$ cat src/design/wrrqs_pkg.sv
// Shared constants, types and helpers of the weighted round-robin quota scheduler.
`default_nettype none
package wrrqs_pkg;

   localparam int NUM_PORTS  = 8;
   localparam int PORT_W     = 3;
   localparam int COUNT_W    = 8;
   localparam int QUOTA_REGS = 8;
   localparam int QUOTA_W    = 8;
   localparam int CSR_IDX_W  = 4;
   localparam int MASK_W     = 8;

   localparam logic [COUNT_W-1:0] COUNT_MAX   = {COUNT_W{1'b1}};
   localparam logic [QUOTA_W-1:0] QUOTA_RESET = QUOTA_W'(1);
   localparam logic [PORT_W-1:0]  LAST_PORT   = PORT_W'(NUM_PORTS - 1);

   typedef enum logic [1:0] {
      ST_IDLE = 2'b01,
      ST_SCAN = 2'b10
   } state_type;

   // Commands from the controller to the datapath.
   typedef struct packed {
      logic load;    // capture the mask and start a scan at the current port
      logic step;    // move the scan to the next port
      logic finish;  // commit the grant decision and fill the output register
   } cmd_type;

   // Status from the datapath to the controller.
   typedef struct packed {
      logic hit;     // the port under the scan is ready
      logic last;    // the scan is at its final port
   } status_type;

   function automatic logic [PORT_W-1:0] next_port(input logic [PORT_W-1:0] p);
      logic [PORT_W-1:0] n;
      begin
         if (p == LAST_PORT) begin
            n = '0;
         end else begin
            n = p + PORT_W'(1);
         end
         return n;
      end
   endfunction

endpackage
`default_nettype wire

$ cat src/design/wrrqs_ctrl.sv
// Controller state machine that sequences the port scan and owns the output valid.
`default_nettype none
module wrrqs_ctrl (
   input  wire logic                   clock,
   input  wire logic                   reset,
   input  wire logic                   req_tvalid,
   output logic                        req_tready,
   output logic                        rsp_tvalid,
   input  wire logic                   rsp_tready,
   input  wire wrrqs_pkg::status_type  status,
   output wrrqs_pkg::cmd_type          cmd
);
   import wrrqs_pkg::*;

   state_type state_ff, state_in;
   logic      out_valid_ff, out_valid_in;
   logic      out_free;
   logic      done;

   assign out_free   = !out_valid_ff || rsp_tready;
   assign done       = (state_ff == ST_SCAN) && (status.hit || status.last) && out_free;
   assign req_tready = (state_ff == ST_IDLE);
   assign rsp_tvalid = out_valid_ff;

   always_comb begin
      cmd.load   = req_tvalid && req_tready;
      cmd.finish = done;
      cmd.step   = (state_ff == ST_SCAN) && !status.hit && !status.last;
   end

   always_comb begin
      state_in = state_ff;
      case (state_ff)
         ST_IDLE: begin
            if (cmd.load) begin
               state_in = ST_SCAN;
            end
         end
         ST_SCAN: begin
            if (done) begin
               state_in = ST_IDLE;
            end
         end
         default: state_in = ST_IDLE;
      endcase
   end

   always_comb begin
      out_valid_in = out_valid_ff;
      if (done) begin
         out_valid_in = 1'b1;
      end else if (rsp_tready) begin
         out_valid_in = 1'b0;
      end
   end

   always_ff @(posedge clock) begin
      if (reset) begin
         state_ff     <= ST_IDLE;
         out_valid_ff <= 1'b0;
      end else begin
         state_ff     <= state_in;
         out_valid_ff <= out_valid_in;
      end
   end

endmodule
`default_nettype wire

$ cat src/design/wrrqs_datapath.sv
// Datapath: quota registers, scan pointer, served count and the output register.
`default_nettype none
module wrrqs_datapath (
   input  wire logic                                 clock,
   input  wire logic                                 reset,
   input  wire logic [wrrqs_pkg::MASK_W-1:0]         req_mask,
   input  wire logic                                 csr_write,
   input  wire logic [wrrqs_pkg::CSR_IDX_W-1:0]      csr_index,
   input  wire logic [wrrqs_pkg::QUOTA_W-1:0]        csr_data,
   input  wire wrrqs_pkg::cmd_type                   cmd,
   output wrrqs_pkg::status_type                     status,
   output logic                                      out_granted,
   output logic [wrrqs_pkg::PORT_W-1:0]              out_port
);
   import wrrqs_pkg::*;

   localparam logic [CSR_IDX_W-1:0] QUOTA_LIMIT = CSR_IDX_W'(QUOTA_REGS);

   logic [QUOTA_W-1:0] quota_ff [QUOTA_REGS];
   logic [MASK_W-1:0]  mask_ff;
   logic [PORT_W-1:0]  scan_port_ff, scan_port_in;
   logic [PORT_W-1:0]  step_ff, step_in;
   logic               passed_ff, passed_in;
   logic [PORT_W-1:0]  current_port_ff, current_port_in;
   logic [COUNT_W-1:0] count_ff, count_in;
   logic               out_granted_ff;
   logic [PORT_W-1:0]  out_port_ff;

   logic [COUNT_W-1:0] base_count;
   logic [COUNT_W-1:0] inc_count;
   logic [QUOTA_W-1:0] scan_quota;

   assign status.hit  = mask_ff[scan_port_ff];
   assign status.last = (step_ff == LAST_PORT);

   // A port passed over while empty clears the run, so the count restarts.
   assign base_count = passed_ff ? '0 : count_ff;
   assign inc_count  = (base_count == COUNT_MAX) ? COUNT_MAX : base_count + COUNT_W'(1);
   assign scan_quota = quota_ff[scan_port_ff];

   always_comb begin
      scan_port_in    = scan_port_ff;
      step_in         = step_ff;
      passed_in       = passed_ff;
      current_port_in = current_port_ff;
      count_in        = count_ff;
      if (cmd.load) begin
         scan_port_in = current_port_ff;
         step_in      = '0;
         passed_in    = 1'b0;
      end else if (cmd.step) begin
         scan_port_in = next_port(scan_port_ff);
         step_in      = step_ff + PORT_W'(1);
         passed_in    = 1'b1;
      end else if (cmd.finish) begin
         if (status.hit) begin
            if (inc_count == scan_quota) begin
               current_port_in = next_port(scan_port_ff);
               count_in        = '0;
            end else begin
               current_port_in = scan_port_ff;
               count_in        = inc_count;
            end
         end else begin
            count_in = '0;
         end
      end
   end

   always_ff @(posedge clock) begin
      if (reset) begin
         for (int k = 0; k < QUOTA_REGS; k++) begin
            quota_ff[k] <= QUOTA_RESET;
         end
         current_port_ff <= '0;
         count_ff        <= '0;
         scan_port_ff    <= '0;
         step_ff         <= '0;
         passed_ff       <= 1'b0;
      end else begin
         if (csr_write && (csr_index < QUOTA_LIMIT)) begin
            quota_ff[csr_index[PORT_W-1:0]] <= csr_data;
         end
         current_port_ff <= current_port_in;
         count_ff        <= count_in;
         scan_port_ff    <= scan_port_in;
         step_ff         <= step_in;
         passed_ff       <= passed_in;
      end
   end

   always_ff @(posedge clock) begin
      if (cmd.load) begin
         mask_ff <= req_mask;
      end
      if (cmd.finish) begin
         out_granted_ff <= status.hit;
         out_port_ff    <= status.hit ? scan_port_ff : '0;
      end
   end

   assign out_granted = out_granted_ff;
   assign out_port    = out_port_ff;

endmodule
`default_nettype wire

$ cat src/design/weighted_round_robin_quota_scheduler.sv
// The mask is captured when a transaction is accepted; the scan then visits one port per
// cycle (up to 8), and the result is registered once it reaches a ready port or its last
// port while the output register is free. No new request is taken while a scan runs.
// The result sits in an output register, so a new request is taken while it waits.
// Reset (synchronous, active high) sets every quota to 1, the pointer to port 0 and
// the served count to 0; no clearing pass is needed.
`default_nettype none
module weighted_round_robin_quota_scheduler (
   input  wire logic                              clock,
   input  wire logic                              reset,
   // Request side: tdata[7:0] = ready_mask.
   input  wire logic                              req_tvalid,
   output logic                                   req_tready,
   input  wire logic [7:0]                        req_tdata,
   // Response side: tdata[2:0] = grant_port, tdata[7:3] = zero.
   output logic                                   rsp_tvalid,
   input  wire logic                              rsp_tready,
   output logic [7:0]                             rsp_tdata,
   // Response tuser[0] = granted.
   output logic                                   rsp_tuser,
   // Configuration write channel; index i below 8 selects quota register i, others are ignored.
   input  wire logic                              csr_valid,
   output logic                                   csr_ready,
   input  wire logic [wrrqs_pkg::CSR_IDX_W-1:0]   csr_index,
   input  wire logic [wrrqs_pkg::QUOTA_W-1:0]     csr_data
);
   import wrrqs_pkg::*;

   cmd_type           cmd;
   status_type        status;
   logic              out_granted;
   logic [PORT_W-1:0] out_port;

   // Quota writes are taken in any cycle; the user is to issue them only while idle, which the block does not enforce.
   assign csr_ready = 1'b1;

   wrrqs_ctrl u_ctrl (
      .clock      (clock),
      .reset      (reset),
      .req_tvalid (req_tvalid),
      .req_tready (req_tready),
      .rsp_tvalid (rsp_tvalid),
      .rsp_tready (rsp_tready),
      .status     (status),
      .cmd        (cmd)
   );

   // The scan visits the ports one per cycle starting at the remembered port;
   // the first ready port wins and the quota decides whether the pointer moves.
   wrrqs_datapath u_datapath (
      .clock       (clock),
      .reset       (reset),
      .req_mask    (req_tdata),
      .csr_write   (csr_valid && csr_ready),
      .csr_index   (csr_index),
      .csr_data    (csr_data),
      .cmd         (cmd),
      .status      (status),
      .out_granted (out_granted),
      .out_port    (out_port)
   );

   assign rsp_tdata = {(8 - PORT_W)'(0), out_port};
   assign rsp_tuser = out_granted;

endmodule
`default_nettype wire
$ cat config.mk
export PLATFORM = sky130hd
export DESIGN_NAME = weighted_round_robin_quota_scheduler
export DESIGN_NICKNAME = d
export VERILOG_FILES = /design/src/design/wrrqs_pkg.sv /design/src/design/wrrqs_ctrl.sv /design/src/design/wrrqs_datapath.sv /design/src/design/weighted_round_robin_quota_scheduler.sv
export SDC_FILE = /design/constraint.sdc
export NUM_CORES = 1
export LEC_CHECK = 0
export BUFFER_PORTS_ARGS = -buffer_cell sky130_fd_sc_hd__buf_2
export CORE_ASPECT_RATIO = 0.9
export CORE_MARGIN = 2
export CORE_UTILIZATION = 40
export DETAILED_ROUTE_END_ITERATION = 8
export SYNTH_ARGS = -nofsm -noshare
export SYNTH_HDL_FRONTEND = slang
export SYNTH_SLANG_ARGS = --single-unit
export TNS_END_PERCENT = 10
$ cat constraint.sdc
create_clock -name clock -period 4.6 [get_ports clock]
set_input_delay 0.46 -clock clock [delete_from_list [all_inputs] [get_ports clock]]
set_output_delay 0.46 -clock clock [all_outputs]
set_load 0.01 [all_outputs]
==> impl_metrics.yaml <==
drt:
  vias_per_cell: 5.26
  drc: 0
  drt_wl_total_um: 9620
  num_vias: 2909
  dr.pass1.iters: 4
  antenna_left: 0
  dr.first_iter.drc_count: 191
  wl_per_cell_um: 17.4
sta:
  fin_crit_ns: 2.92
  finalSetupViolations: 0
  fin_skew_ns: 0.00952
  hold_viol_final: 0
  fmax_mhz: 343
  worst_pin_slew_ns: 0.852
  finalSetupTns_ns: 0
  fin_crit_sh_pct: 63.4
  maxSlewViolCount: 0
  relSlewSlack_pct: 42.7
  rsz0062_at_grt: "false"
place:
  dpl.hpwl_um: 6910
  gp_congestion: 0.796
  numPortBuffers: 30
floorplan:
  initial_core_util_pct: 41.5
  top_level_ports: 37
  core_area_um2: 11600
  die_h_um: 108
  rows: 37
  die_area_um2: 12900
  die_w_um: 120
critical_path:
  start_kind: "flip-flop"
  cp-endpoint: "u_datapath.count_ff[4]"
  rrSetupSlack_ns: 1.68
  critPathCaptureType: "flip-flop"
  crit_slowest_cell: "dfxtp_1"
  reg2regPathDepth: 8
  worstPathRequired_ns: 4.84
  cp_cell_sequence: "mux4_2 -> mux2_2 -> nor4bb_1 -> a21oi_2 -> a31oi_1 -> o21ai_2 -> nor3b_4 -> a32o_1"
  worst_r2r_endpoint: "u_datapath.count_ff[4]"
  slowest_delay_ns: 0.64
  path_max_fanout: 9
  path_depth: 8
  arrival_ns: 3.16
  cp_num_buf_inv: 0
  crit_type: "reg -> reg"
  cpLargestDelayFamily: "multiplexers"
grt:
  busiest_layer: "met2"
  grt_pass1_vias: 2927
  grtUsageMet2_pct: 27.9
  grt-ovfl-total: 0
  grt_pass1_wl_um: 15600
  grt_use_met1_pct: 20.2
  grt_max_degree: 21
  use_met3_pct: 3.80
  track_usage_pct: 16.2
  antenna_found_initial: 0
clock_tree:
  cts_setup_buffers: 0
  cts_tree: "built"
  root_buffer: "clkbuf_16"
  cts_sinks: 100
  clockBufferDepth: 2
  clk_pin_slew_ns: 0.07
  numCtsBuffers: 9
  clk_latency_ns: 0.35
  htreeDepth: 3
  hold_buffers: 0
  cts_resized: 0
layout:
  nFillCells: 1066
  antenna_cells: 0
  syn_to_final_growth_pct: 11.6
  drive_above_1_share_pct: 21.9
  nets: 421
logic_synthesis:
  synth_compound_area_share_pct: 7.32
  netlist_instances: 366
  ys_seq_area_share_pct: 57.5
  synth_area_um2: 4800
  muxShareOfSynthArea_pct: 11.5
  yosys.area_share.simple_pct: 18.5
  yosys.area_share.adder_pct: 1.04
  synth_xor_area_share_pct: 0.911
  synth_top_family_by_area: "simple AND/OR/NAND/NOR gates"
  synth_area_leader_cell: "edfxtp_1"
  synth_flop_cell: "edfxtp_1"
  synth-seq-cells: 100
  synth_edf_count: 76
  ys.warnings.count: 0
  yosys.area.top_type_share_pct: 47.5
  avgSynthCellArea_um2: 13.1
  synth.distinct_cells: 60
  synth.area.top_cells: "edfxtp_1 48%, dfxtp_1 10%, and2_1 7.9%"
  synthArstFlopShare_pct: 0
power_and_ir_drop:
  switching_share_pct: 23.6
  p_int_w: 0.00153
  clkPwrFrac_pct: 38.8
  p_sw_w: 0.000472
  worst_ir_drop_vdd_uv: 217
  p_per_area_nw_per_um2: 373
  pwr-share-comb_pct: 9.2
  power_w: 0.00200
  leakage_nw: 1.92
  seqPwrFrac_pct: 52.0
min_path:
  hold_path_class: "in -> reg"
  holdPathStages: 1
run_status:
  outcome: "complete, no violations"
run:
  cap_violations: 0
worst register-to-register path, cell delays in order (launching register included):
cell and delay (ns):
dfxtp_1 0.64, mux4_2 0.57, mux2_2 0.34, nor4bb_1 0.38, a21oi_2 0.08, a31oi_1 0.22, o21ai_2 0.13, nor3b_4 0.19
a32o_1 0.27
kinds of logic (layout without fill, tap and decap cells):
group	Yosys count	count (layout)
flops	100	100
other cells	2	6
compound gates	45	45
xor+xnor	5	5
fa+ha+maj	4	4
simple gates	152	152
mux	31	31
buf+inv	27	54
final cells by class:
| type | instances | area, um^2 | share of cell area, % |
|---|---|---|---|
| Sequential cell | 100 | 2760 | 51.5 |
| Multi-Input combinational cell | 243 | 1910 | 35.5 |
| Clock buffer | 9 | 225 | 4.20 |
| Tap cell | 156 | 195 | 3.64 |
| Timing Repair Buffer | 32 | 165 | 3.08 |
| Clock inverter | 7 | 85.1 | 1.59 |
| Inverter | 6 | 22.5 | 0.420 |
layout by cell type (no fill, tap or decap), types with 4 or more instances in the layout:
master / count
or2_2: 10
nor3_1: 5
a211oi_1: 6
o21ai_0: 6
mux2i_1: 10
nand2b_1: 9
conb_1: 6
or3_1: 7
dfxtp_1: 24
ha_1: 4
clkbuf_16: 9
a21oi_1: 5
and2_1: 61
edfxtp_1: 76
nand3_1: 6
nand2_1: 14
inv_1: 6
buf_2: 30
mux4_2: 16
nor2_1: 24
synthesized netlist by cell type, types with 4 or more instances:
cell type,number
nand2b_1,9
or2_2,10
nand2_1,14
or3_1,7
a211oi_1,6
buf_4,8
clkbuf_1,6
inv_1,6
a21oi_1,5
ha_1,4
nor2_1,24
and2_1,61
mux2i_1,10
buf_2,4
nor3_1,5
mux4_2,16
o21ai_0,6
dfxtp_1,24
nand3_1,6
edfxtp_1,76
routing by layer:
layer  part of all wire (%)  vias up
li1                       -     1407
met1                     44     1432
met2                     50       55
met3                    4.1       15
met4                    1.9        0
met5                      0        -
sequential cells by signal, summed over array words and instances (netlist names), named ones only:
signal,count
u_datapath.out_port,3
u_datapath.step_ff,3
u_datapath.quota_ff,64
u_datapath.count_ff,8
u_datapath.mask_ff,8
u_datapath.current_port_ff,3
u_datapath.passed_ff,1
u_ctrl.state_ff,2
u_datapath.scan_port_ff,3
u_ctrl.rsp_tvalid,1
u_datapath.out_granted,1
through the flow:
step / hold slack [ns] / cell area (um^2) / worst slack (ns) / instances / util, %
2_1_floorplan: 0.465 / 4820 / 2.08 / 370 / -
3_3_place_gp: 0.476 / 5050 / 1.69 / 537 / 43.6
3_5_place_dp: 0.498 / 5050 / 1.65 / 537 / 43.6
4_1_cts: 0.274 / 5360 / 1.61 / 553 / 46.3
5_1_grt: 0.276 / 5360 / 1.40 / 553 / 46.3
6_report: 0.287 / 5360 / 1.68 / 553 / 46.3
power by group through the flow:
stage,Sequential [W],Clock [W],Combinational [W]
2_1_floorplan,0.00105,0,0.000147
3_3_place_gp,0.00106,0,0.000182
3_5_place_dp,0.00106,0,0.000186
4_1_cts,0.00104,0.000794,0.000187
5_1_grt,0.00105,0.000829,0.000203
6_report,0.00104,0.000777,0.000183
how the worst min path moves through the flow:
stage | start | to | slack [ns]
after CTS | req_tdata[7] | u_datapath.mask_ff[7] | 0.27
after detailed placement | u_datapath.step_ff[2] | u_datapath.step_ff[2] | 0.50
after floorplan | u_datapath.step_ff[1] | u_datapath.step_ff[1] | 0.46
after global routing | req_tdata[1] | u_datapath.mask_ff[1] | 0.28
after global placement | u_datapath.step_ff[1] | u_datapath.step_ff[1] | 0.48
final | req_tdata[7] | u_datapath.mask_ff[7] | 0.29
(Power assumes the default switching activity.)
